File: config.mk
export PLATFORM = sky130hd
export DESIGN_NAME = gnss_binary_frame_parser_core
export DESIGN_NICKNAME = d
export VERILOG_FILES = /design/src/rtl/core/gbfp_pkg.sv /design/src/rtl/core/gnss_binary_frame_parser_core.sv
export SDC_FILE = /design/constraint.sdc
export NUM_CORES = 1
export LEC_CHECK = 0
export BUFFER_PORTS_ARGS = -buffer_cell sky130_fd_sc_hd__buf_2
export CAP_MARGIN = 25
export CORE_UTILIZATION = 35
export CTS_CLUSTER_SIZE = 16
export DETAILED_ROUTE_END_ITERATION = 10
export PLACE_DENSITY_LB_ADDON = 0.25
export SYNTH_ARGS = -nofsm -noshare
export SYNTH_HDL_FRONTEND = slang
export SYNTH_SLANG_ARGS = --single-unit
File: constraint.sdc
create_clock -name clk -period 15.95 [get_ports clk]
set_input_delay 0.7975 -clock clk [delete_from_list [all_inputs] [get_ports clk]]
set_output_delay 0.7975 -clock clk [all_outputs]
set_load 0.02 [all_outputs]
File: src/rtl/core/gbfp_pkg.sv
// ----------------------------------------------------------------------------
// gbfp_pkg: binary GNSS frame parser types and constants
// Frame phases, status codes, the result beat layout and protocol constants.
// ----------------------------------------------------------------------------
package gbfp_pkg;

  // Parser phases
  typedef enum logic [2:0] {
    PH_WAIT   = 3'd0,
    PH_SYNC   = 3'd1,
    PH_HEADER = 3'd2,
    PH_COPY   = 3'd3,
    PH_SUM1   = 3'd4,
    PH_SUM2   = 3'd5
  } phase_t;

  // Status reported with each result beat
  typedef enum logic [1:0] {
    ST_UNKNOWN = 2'd0,
    ST_CONT    = 2'd1,
    ST_DONE    = 2'd2
  } status_t;

  // One result beat
  typedef struct packed {
    status_t     status;
    logic        data_valid;
    logic [7:0]  data_index;
    logic [7:0]  data_byte;
    logic [7:0]  msg_class;
    logic [7:0]  msg_id;
    logic [15:0] payload_len;
    logic [7:0]  fix_sv_count;
    logic        sv_valid;
    logic [31:0] quant_error_ps;
    logic        quant_valid;
  } result_t;

  // Sync pair
  localparam logic [7:0] SYNC_1 = 8'hB5;
  localparam logic [7:0] SYNC_2 = 8'h62;

  // Message identifiers
  localparam logic [7:0] CLS_NAV    = 8'h01;
  localparam logic [7:0] ID_NAV_SOL = 8'h06;
  localparam logic [7:0] CLS_TIM    = 8'h0D;
  localparam logic [7:0] ID_TIM_TP  = 8'h01;

  // Store layout: class, id, two length bytes, then payload
  localparam logic [7:0]  HDR_BYTES      = 8'd4;
  localparam logic [7:0]  SV_IDX         = 8'd51;  // payload byte 47
  localparam logic [7:0]  SV_MIN_TOTAL   = 8'd56;  // 52 payload bytes
  localparam logic [7:0]  QERR_FIRST_IDX = 8'd12;  // payload bytes 8..11
  localparam logic [7:0]  QERR_LAST_IDX  = 8'd15;
  localparam logic [7:0]  QERR_MIN_TOTAL = 8'd20;  // 16 payload bytes
  localparam logic [15:0] TOTAL_SAT      = 16'hFFFF;

endpackage

File: src/rtl/core/gnss_binary_frame_parser_core.sv
// ----------------------------------------------------------------------------
// gnss_binary_frame_parser_core: sync 0xB5 0x62 frame parser, Fletcher-8 checked
// Takes one serial byte per beat and returns one result beat per byte.
// ----------------------------------------------------------------------------
// Each accepted byte produces exactly one result beat. When a byte is taken,
// the phase machine, Fletcher-8 sums and frame fields update in the same
// cycle and the result lands in an output register, so a new byte can be taken
// every clock. A second skid register holds one more result, so input keeps
// flowing for one beat while out_ready is low; in_ready drops only when both
// result registers are full. With the output side ready, each result beat is
// out in the cycle after its byte. Header and payload bytes are echoed with
// their store index (0 class, 1 id, 2..3 length, 4 and up payload); a frame
// longer than FRAME_STORE_BYTES stored bytes is dropped with status unknown.
// Status complete comes with class, id and length, plus the satellite count for
// NAV-SOL or the quantization error for TIM-TP when the payload is long enough.
module gnss_binary_frame_parser_core #(
  parameter int FRAME_STORE_BYTES = 128
) (
  input  logic               clk,
  input  logic               rst_n,
  input  logic               in_valid,
  output logic               in_ready,
  input  logic [7:0]         in_rx_byte,
  output logic               out_valid,
  input  logic               out_ready,
  output logic [1:0]         out_status,
  output logic               out_data_valid,
  output logic [7:0]         out_data_index,
  output logic [7:0]         out_data_byte,
  output logic [7:0]         out_msg_class,
  output logic [7:0]         out_msg_id,
  output logic [15:0]        out_payload_len,
  output logic [7:0]         out_fix_sv_count,
  output logic               out_sv_valid,
  output logic signed [31:0] out_quant_error_ps,
  output logic               out_quant_valid
);
  import gbfp_pkg::*;

  localparam logic [7:0] StoreMax = 8'(FRAME_STORE_BYTES);

  phase_t      phase_r, phase_nxt;
  logic [7:0]  count_r, count_nxt;
  logic [15:0] total_r, total_nxt;
  logic [7:0]  sum_a_r, sum_a_nxt;
  logic [7:0]  sum_b_r, sum_b_nxt;
  logic [31:0] cil_r, cil_nxt;
  logic [7:0]  sv_r, sv_nxt;
  logic [31:0] qerr_r, qerr_nxt;

  result_t     res;
  result_t     out_r, skid_r;
  logic        out_vld_r, skid_vld_r;
  logic        acc, out_fire;

  // Store helpers
  logic        store;
  logic [7:0]  st_count, st_sum_a, st_sum_b;
  logic [31:0] st_cil, st_qerr;
  logic [7:0]  st_sv;
  logic [16:0] len_plus;
  logic [15:0] new_total;

  assign in_ready = !skid_vld_r;
  assign acc      = in_valid && in_ready;
  assign out_fire = out_vld_r && out_ready;

  // Effect of storing the current byte at index count_r
  always_comb begin
    st_count = count_r + 8'd1;
    st_sum_a = sum_a_r + in_rx_byte;
    st_sum_b = sum_b_r + st_sum_a;
    st_cil   = cil_r;
    st_sv    = sv_r;
    st_qerr  = qerr_r;
    if (count_r < HDR_BYTES) begin
      st_cil[{count_r[1:0], 3'b000} +: 8] = in_rx_byte;
    end
    if (count_r == SV_IDX) begin
      st_sv = in_rx_byte;
    end
    if (count_r >= QERR_FIRST_IDX && count_r <= QERR_LAST_IDX) begin
      st_qerr[{count_r[1:0], 3'b000} +: 8] = in_rx_byte;
    end
    len_plus  = {1'b0, st_cil[31:16]} + 17'd4;
    new_total = len_plus[16] ? TOTAL_SAT : len_plus[15:0];
  end

  // Next state and result for the incoming byte
  always_comb begin
    phase_nxt = phase_r;
    count_nxt = count_r;
    total_nxt = total_r;
    sum_a_nxt = sum_a_r;
    sum_b_nxt = sum_b_r;
    cil_nxt   = cil_r;
    sv_nxt    = sv_r;
    qerr_nxt  = qerr_r;
    store     = 1'b0;
    res       = '0;
    res.status = ST_UNKNOWN;
    unique case (phase_r)
      PH_WAIT: begin
        if (in_rx_byte == SYNC_1) begin
          phase_nxt  = PH_SYNC;
          res.status = ST_CONT;
        end
      end
      PH_SYNC: begin
        if (in_rx_byte == SYNC_2) begin
          count_nxt  = '0;
          sum_a_nxt  = '0;
          sum_b_nxt  = '0;
          phase_nxt  = PH_HEADER;
          res.status = ST_CONT;
        end else begin
          phase_nxt = PH_WAIT;
        end
      end
      PH_HEADER: begin
        store      = 1'b1;
        res.status = ST_CONT;
        if (st_count >= HDR_BYTES) begin
          total_nxt = new_total;
          phase_nxt = ({8'd0, st_count} >= new_total) ? PH_SUM1 : PH_COPY;
        end
      end
      PH_COPY: begin
        if (count_r >= StoreMax) begin
          // Drop the frame on store overflow
          phase_nxt = PH_WAIT;
        end else begin
          store      = 1'b1;
          res.status = ST_CONT;
          if ({8'd0, st_count} >= total_r) begin
            phase_nxt = PH_SUM1;
          end
        end
      end
      PH_SUM1: begin
        if (in_rx_byte == sum_a_r) begin
          phase_nxt  = PH_SUM2;
          res.status = ST_CONT;
        end else begin
          phase_nxt = PH_WAIT;
        end
      end
      PH_SUM2: begin
        phase_nxt = PH_WAIT;
        if (in_rx_byte == sum_b_r) begin
          res.status      = ST_DONE;
          res.msg_class   = cil_r[7:0];
          res.msg_id      = cil_r[15:8];
          res.payload_len = cil_r[31:16];
          if (cil_r[7:0] == CLS_NAV && cil_r[15:8] == ID_NAV_SOL &&
              count_r >= SV_MIN_TOTAL) begin
            res.fix_sv_count = sv_r;
            res.sv_valid     = 1'b1;
          end else if (cil_r[7:0] == CLS_TIM && cil_r[15:8] == ID_TIM_TP &&
                       count_r >= QERR_MIN_TOTAL) begin
            res.quant_error_ps = qerr_r;
            res.quant_valid    = 1'b1;
          end
        end
      end
      default: begin
        phase_nxt = PH_WAIT;
      end
    endcase
    if (store) begin
      count_nxt      = st_count;
      sum_a_nxt      = st_sum_a;
      sum_b_nxt      = st_sum_b;
      cil_nxt        = st_cil;
      sv_nxt         = st_sv;
      qerr_nxt       = st_qerr;
      res.data_valid = 1'b1;
      res.data_index = count_r;
      res.data_byte  = in_rx_byte;
    end
  end

  // Parser state, advanced on each accepted beat
  always_ff @(posedge clk) begin
    if (!rst_n) begin
      phase_r <= PH_WAIT;
      count_r <= '0;
      total_r <= '0;
      sum_a_r <= '0;
      sum_b_r <= '0;
      cil_r   <= '0;
      sv_r    <= '0;
      qerr_r  <= '0;
    end else if (acc) begin
      phase_r <= phase_nxt;
      count_r <= count_nxt;
      total_r <= total_nxt;
      sum_a_r <= sum_a_nxt;
      sum_b_r <= sum_b_nxt;
      cil_r   <= cil_nxt;
      sv_r    <= sv_nxt;
      qerr_r  <= qerr_nxt;
    end
  end

  // Output register plus skid stage
  always_ff @(posedge clk) begin
    if (!rst_n) begin
      out_vld_r  <= 1'b0;
      skid_vld_r <= 1'b0;
    end else if (!out_vld_r || out_fire) begin
      if (skid_vld_r) begin
        out_vld_r  <= 1'b1;
        skid_vld_r <= 1'b0;
      end else begin
        out_vld_r <= acc;
      end
    end else if (acc) begin
      skid_vld_r <= 1'b1;
    end
  end

  // Result payload, no reset
  always_ff @(posedge clk) begin
    if (!out_vld_r || out_fire) begin
      if (skid_vld_r) begin
        out_r <= skid_r;
      end else if (acc) begin
        out_r <= res;
      end
    end else if (acc) begin
      skid_r <= res;
    end
  end

  // Drive result ports
  assign out_valid          = out_vld_r;
  assign out_status         = out_r.status;
  assign out_data_valid     = out_r.data_valid;
  assign out_data_index     = out_r.data_index;
  assign out_data_byte      = out_r.data_byte;
  assign out_msg_class      = out_r.msg_class;
  assign out_msg_id         = out_r.msg_id;
  assign out_payload_len    = out_r.payload_len;
  assign out_fix_sv_count   = out_r.fix_sv_count;
  assign out_sv_valid       = out_r.sv_valid;
  assign out_quant_error_ps = signed'(out_r.quant_error_ps);
  assign out_quant_valid    = out_r.quant_valid;

  // A full skid stage implies a full output register
  a_skid_implies_out: assert property (@(posedge clk) disable iff (!rst_n)
    skid_vld_r |-> out_vld_r)
    else $error("skid register full while output register empty");

  // A stored byte only comes with a continuing frame
  a_store_status: assert property (@(posedge clk) disable iff (!rst_n)
    (out_vld_r && out_r.data_valid) |-> (out_r.status == ST_CONT))
    else $error("stored byte reported without continuing status");

  // Extracted fields are exclusive and only on complete frames
  a_extract_done: assert property (@(posedge clk) disable iff (!rst_n)
    (out_vld_r && (out_r.sv_valid || out_r.quant_valid)) |->
      (out_r.status == ST_DONE && !(out_r.sv_valid && out_r.quant_valid)))
    else $error("extracted field on a frame that is not complete");

  // Payload copy only runs after the full header is stored
  a_copy_after_header: assert property (@(posedge clk) disable iff (!rst_n)
    (phase_r == PH_COPY) |-> (count_r >= HDR_BYTES && total_r > {8'd0, count_r}))
    else $error("payload phase entered with a short header");

  // Store never goes past its capacity
  a_store_bound: assert property (@(posedge clk) disable iff (!rst_n)
    (acc && store) |-> (count_r < StoreMax || phase_r == PH_HEADER))
    else $error("byte stored beyond frame store capacity");

endmodule

==> qor.csv, run 1 <==
metric,value,unit
area share of the largest cell type after synthesis,39.6,%
"Req. time, crit path",16.40,ns
crit path kind,flip-flop to flip-flop,
Syn Nets,1256,
DRC violations left,0,
first-pass GRT wire length,52.7,mm
sequential area share after synthesis,56.2,%
H-tree levels,2,
DRT Wirelength,34.2,mm
detailed-route wire length per cell,18.5,um
Via Count,9251,
Clock Sinks,303,
switching share of power,23.9,%
Seq pwr share,47.2,%
pre-CTS setup slack,10.73,ns
synthesized flop and latch total,303,
crit path launch type,flip-flop,
Setup-failing EPs final,0,
hold_buf cts,0,
Psw,445,uW
Internal Power,1410,uW
max-cap viol count,0,
synthesized area,0.0141,sq mm
Vias/cell,5.02,
layout cells sized above 1,22.2,%
I/O Pins,107,
GRT Overall Usage,16.5,%
DRT Pass-1 Iters,5,
minimum clock period,5.29,ns
CP arrival,5.75,ns
global route total overflow,0,
Longest Clk Path Bufs,3,
Crit Path Max Fanout,14,
"Reg clk slew, reported paths",0.06,ns
HPWL after DPL,23.0,mm
antenna cells,0,
P_leak,0.00612,uW
CTS tree,done,
max incr delay on CP,0.87,ns
synth warn,0,
Hold/Removal Path Class,flip-flop to flip-flop,
Final Slew Violations,0,
antenna violations before repair,0,
TritonCTS Buffers,36,
cells along the critical path,nor4_2 > nand3_1 > a21oi_1 > inv_1 > ha_1 > o21ai_1 > nor4_2 > buf_4 > or2_2 > ha_1 > nand2b_1 > a21oi_1 > nor2b_1 > o21ai_0 > a21oi_1 > o41a_1 > a311oi_1 > o311a_1,
status,"finished, final reports clean",
Initial Util,35.5,%
routability cong.,0.854,
"Slowest-stage cell, CP",nor4_2,
worst skew pair latency,0.52,ns
fin crit share,33.2,%
die area,0.0411,sq mm
top_reg_cell synth,edfxtp_1,
Slew headroom,32.4,%
Post-CTS Resized,0,
vias in the first global route,8999,
Peak Freq,189,MHz
"EDFF count, synth",186,
pin count of the biggest net entering global routing,121,
Area growth syn-to-layout,15.7,%
post-synthesis cell type count,71,
Hold WS,0.498,ns
"Avg Cell Area, Syn",11.7,sq um
final worst setup slack,10.66,ns
synth top area cells,"edfxtp_1 (40%), dfxtp_1 (17%), mux2_2 (7.3%)",
combinational share of power,9.0,%
Crit path top cell by count,a21oi_1,
Worst setup EP type,flip-flop,
final hold violations,0,
Clock Skews,0.0179,ns
Filler cells,3845,
buffers added on ports,106,
Core Area,0.0397,sq mm
Die Ht,203,um
Setup TNS,0,ns
# rows,73,
postcts setup bufs,0,
Max IR drop VDD,73.0,uV
worst-margin pin slew,1.01,ns
Initial DRC Count,642,
Post-DRT Antenna Nets,0,
Final #Nets,1341,
async set or reset register ratio after synthesis,0,%
Pwr Density,114,mW/mm^2
RSZ-0062 raised after global routing,no,
synthesized instance count,1206,
clock power share,43.8,%
root buffer cell,clkbuf_16,
die width,203,um
biggest area consumer among synthesized cells,edfxtp_1,
## critical path, delay by kind of cell (launching register included)
family	cells	cell delay [ns]
flip-flops	1	0.42
adder cells (fa/ha/maj)	2	0.48
AO/OA/AOI/OAI	8	2.08
AND/OR/NAND/NOR	6	1.97
buffers and inverters	2	0.29
## cells in the mapped netlist (4+ instances only)
cell type    n
a21boi_0     4
a21o_1       7
a21oi_1     24
a22oi_1     34
a31oi_1      9
and2_1     122
buf_2        5
buf_6        7
clkbuf_1    52
dfxtp_1    117
edfxtp_1   186
ha_1        36
inv_1       25
mux2_2      92
mux2i_1     22
nand2_1    100
nand2b_1     6
nand3_1     25
nand4_1     10
nor2_1      45
nor2b_1     57
nor3_1       9
nor4_1      10
nor4_2       5
nor4b_1      4
o211a_1     14
o21ai_0     62
or3_1        4
or4_1        4
xnor2_1     27
xor2_1       9
## registers in the layout, summed over array words and instances (netlist names), 3 cells and up
name / cells
skid_r: 93
cil_r: 32
out_quant_error_ps: 32
qerr_r: 32
out_payload_len: 16
total_r: 16
count_r: 8
out_data_byte: 8
out_data_index: 8
out_fix_sv_count: 8
out_msg_class: 8
out_msg_id: 8
sum_a_r: 8
sum_b_r: 8
sv_r: 8
phase_r: 3
## power by group through the flow
stage          sequential (uW)  clock (uW)  combinational, uW
4_1_cts                    879         837                168
6_report                   878         815                167
3_3_place_gp               895           0                164
3_5_place_dp               895           0                167
2_1_floorplan              911           0               96.5
5_1_grt                    881         866                182
## through the flow
| step | power, uW | instance area [sq um] | util (%) | std cells |
|---|---|---|---|---|
| 2_1_floorplan | 1010 | 14100 | - | 1206 |
| 3_3_place_gp | 1060 | 15100 | 37.9 | 1775 |
| 3_5_place_dp | 1060 | 15100 | 38.0 | 1776 |
| 4_1_cts | 1880 | 16300 | 41.0 | 1842 |
| 5_1_grt | 1930 | 16300 | 41.1 | 1844 |
| 6_report | 1860 | 16300 | 41.1 | 1844 |
## routing by layer
metal / share of wire (%) / global-route usage (%)
met2: 46 / 26.3
met3: 4.0 / 2.58
met5: 0 / 0
met1: 48 / 23.1
met4: 1.9 / 4.51
## cell type report
cell class	count	area [sq um]	area share (%)
multi-input combinational	805	5780	35.4
inverter	26	98.8	0.605
clock buffer	55	1060	6.51
clock inverter	11	123	0.751
timing repair buffer	119	688	4.21
tap	525	657	4.02
sequential	303	7930	48.5
## layout by cell type (no fill, tap or decap), types with 10 or more instances in the layout
cell type,count
nor2b_1,57
nand4_1,10
mux2i_1,22
nor2_1,43
buf_4,10
edfxtp_1,186
o21ai_0,62
clkbuf_16,39
and2_1,122
nand2_1,100
clkbuf_1,12
inv_1,25
buf_2,106
mux2_2,92
o211a_1,14
nand3_1,25
a22oi_1,34
ha_1,36
xnor2_1,27
dfxtp_1,117
a21oi_1,24
## path summary, 6_finish.rpt
| check | end | start | slack (ns) | cells after the start |
|---|---|---|---|---|
| max reg2reg | phase_r[1]$_SDFFE_PN0P_ | count_r[7]$_SDFFE_PN0P_ | 10.66 | 18 |
| min reg2reg | total_r[1]$_SDFFE_PN0P_ | total_r[1]$_SDFFE_PN0P_ | 0.50 | 1 |
| max | phase_r[1]$_SDFFE_PN0P_ | count_r[7]$_SDFFE_PN0P_ | 10.66 | 18 |
| min | total_r[1]$_SDFFE_PN0P_ | total_r[1]$_SDFFE_PN0P_ | 0.50 | 1 |
## logic make-up (layout without fill, tap and decap cells)
| logic type | count (synthesis) | after routing | synth area share [%] |
|---|---|---|---|
| adders and majority gates | 38 | 38 | 3.47 |
| xor gates and xnor gates | 36 | 36 | 2.23 |
| DFF | 303 | 303 | 56.2 |
| and+or+nand+nor | 429 | 429 | 17.2 |
| muxes | 114 | 114 | 8.90 |
| buffers and inverters | 98 | 211 | 3.18 |
| AOI/OAI and AO/OA | 188 | 188 | 8.86 |
(Power assumes the default switching activity.)
==> run 2: changes to the inputs <==
ABC_AREA = 1   (was unset)
clock period = 4.8 ns   (was 15.95 ns; I/O delays follow)
==> qor.csv, run 2 <==
metric,value,unit,change
"Reg clk slew, reported paths",0.06,ns,about the same
Peak Freq,253,MHz,+34%
synth top area cells,"edfxtp_1 (40%), dfxtp_1 (17%), nand2_1 (10%)",,
dpl cell area,0.0152,sq mm,+0.74%
top_reg_cell synth,edfxtp_1,,
hold_buf cts,0,,unchanged
antenna violations before repair,0,,unchanged
"Avg Cell Area, Syn",9.20,sq um,-21%
Post-CTS Resized,0,,unchanged
Crit. Startpoint,count_r[1]$_SDFFE_PN0P_,,
area share of the largest cell type after synthesis,39.7,%,+0.17 points
reg2reg start,count_r[1]$_SDFFE_PN0P_,,
Seq pwr share,50.8,%,+3.6 points
"top cells by count, synth","nand2_1 (373), inv_1 (188), edfxtp_1 (186)",,
antenna cells,0,,unchanged
die area,0.0410,sq mm,-0.42%
P_leak,0.00663,uW,+8.3%
"Req. time, crit path",5.17,ns,-11.23 ns
root buffer cell,clkbuf_16,,
Hold/Removal Path Class,primary input to flip-flop,,
Final Slew Violations,0,,unchanged
Area growth syn-to-layout,15.8,%,about the same
Longest Clk Path Bufs,3,,unchanged
"commonest cells after routing, fill and taps aside","nand2_1 (373), inv_1 (188), edfxtp_1 (186)",,
post-synthesis cell type count,51,,-28%
top-count cell post-synth,nand2_1,,
Initial Util,35.5,%,-0.070 points
WL met2,17.7,mm,+13%
routability cong.,0.875,,+2.4%
hold_sp,in_valid,,
detailed-route wire length per cell,16.5,um,-11%
synthesized instance count,1528,,+27%
HPWL after DPL,26.2,mm,+14%
"Slowest-stage cell, CP",dfxtp_1,,
synthesized area,0.0141,sq mm,-0.43%
Vias/cell,4.75,,-5.2%
GRT Overall Usage,17.8,%,+1.4 points
max-cap viol count,0,,unchanged
H-tree levels,2,,unchanged
async set or reset register ratio after synthesis,0,%,unchanged
crit path launch type,flip-flop,,
DRC violations left,0,,unchanged
Largest register FFs,93,,unchanged
Max IR drop VDD,163,uV,+120%
clock power share,44.7,%,+0.9 points
Core Area,0.0396,sq mm,-0.23%
WL met3,1.37,mm,about the same
Post-DRT Antenna Nets,0,,unchanged
Internal Power,4380,uW,+210%
worst skew pair latency,0.52,ns,about the same
final instance area,0.0163,sq mm,-0.36%
Filler cells,3942,,+2.5%
CP arrival,4.32,ns,-1.43 ns
Syn Nets,1578,,+26%
Pwr Density,343,mW/mm^2,+200%
Clock Sinks,303,,unchanged
Die Ht,202,um,-0.21%
vias in the first global route,10100,,+13%
CP bufs+invs,3,,+1
switching share of power,21.4,%,-2.5 points
postcts setup bufs,0,,unchanged
status,"finished, final reports clean",,
die width,202,um,-0.21%
uppermost layer routed,met4,,
"EDFF count, synth",186,,unchanged
pin count of the biggest net entering global routing,83,,-31%
minimum clock period,3.95,ns,-1.34 ns
DRT Wirelength,36.1,mm,+5.7%
synth warn,0,,unchanged
Setup TNS,0,ns,unchanged
DRT Pass-1 Iters,5,,unchanged
layout cells sized above 1,16.3,%,-5.9 points
TritonCTS Buffers,34,,-5.6%
first-pass GRT wire length,57.2,mm,+8.5%
Slew headroom,36.9,%,+4.6 points
Via Count,10400,,+12%
max incr delay on CP,0.45,ns,-0.42 ns
# rows,73,,unchanged
Psw,1200,uW,+170%
Crit Path Max Fanout,9,,-5
sequential area share after synthesis,56.4,%,+0.24 points
Worst setup EP type,flip-flop,,
fin crit share,82.3,%,+49 points
Largest Register,skid_r,,
Setup-failing EPs final,0,,unchanged
synthesized flop and latch total,303,,unchanged
final hold violations,0,,unchanged
crit path kind,flip-flop to flip-flop,,
I/O Pins,107,,unchanged
Top Family by Delay on Critical Path,simple AND/OR/NAND/NOR gates,,
combinational share of power,4.4,%,-4.6 points
Crit path top cell by count,nand2_1,,
CTS tree,done,,
"most common cell after layout, fill and taps aside",nand2_1,,
biggest area consumer among synthesized cells,edfxtp_1,,
WL met1,16.4,mm,-0.67%
Initial DRC Count,656,,+2.2%
Clock Skews,0.0178,ns,-0.0000428 ns
RSZ-0062 raised after global routing,no,,
global route total overflow,0,,unchanged
worst-margin pin slew,0.941,ns,-0.0645 ns
buffers added on ports,106,,unchanged
Final #Nets,1684,,+26%
-- run 2: final timing paths --
path / endpoint / slack, ns / cells past startpoint
setup / recovery: phase_r[0]$_SDFFE_PN0P_ / 0.85 / 31
hold / removal: out_valid$_SDFFE_PN0P_ / 0.08 / 3
setup reg to reg: phase_r[0]$_SDFFE_PN0P_ / 0.85 / 31
hold reg to reg: qerr_r[15]$_SDFFE_PN0P_ / 0.46 / 2
-- run 2: layout make-up --
cell class              count  area (sq um)  area share, %
clock buffers              56          1020           6.25
repair buffers            124           703           4.32
inverters                 202           759           4.67
well taps                 525           657           4.04
multi-input cells         969          5150           31.7
flip-flops and latches    303          7930           48.7
clock inverters             6          53.8          0.331
-- run 2: cells by family after synthesis --
group / Yosys count / share of synthesized area [%]
AO/OA/AOI/OAI: 201 / 7.93
AND/OR/NAND/NOR: 677 / 21.3
XOR/XNOR: 21 / 1.31
flip-flops: 303 / 56.4
multiplexers: 32 / 2.56
adder cells (fa/ha/maj): 38 / 3.49
buffers and inverters: 256 / 7.04
-- run 2: per-layer routing --
layer / global-route usage, % / vias to the layer above
met5: 0 / -
met4: 4.75 / 0
met3: 2.47 / 44
met2: 30.1 / 212
met1: 23.9 / 4922
li1: - / 5209
-- run 2: metrics by stage --
stage	total power, uW	instances	worst slack [ns]	hold slack [ns]	utilization, %
floorplan	3040	1528	1.02	0.398	-
global placement	3140	2122	0.919	0.449	38.3
detailed placement	3140	2123	0.846	0.452	38.4
CTS	5650	2185	0.835	0.0695	41.1
global route	5780	2185	0.377	0.107	41.1
finish	5580	2185	0.848	0.0812	41.1
-- run 2: worst min-delay path, cell delays in order --
cell     delay (ns)
buf_2          0.09
nor2_1         0.08
a21oi_1        0.15
-- run 2: power by group through the flow --
stage	sequential, uW	combinational [uW]	clock [uW]
after floorplan	2960	83.3	0
after detailed placement	2890	250	0
final	2840	247	2500
after global routing	2840	266	2670
after global placement	2890	249	0
after CTS	2840	251	2560
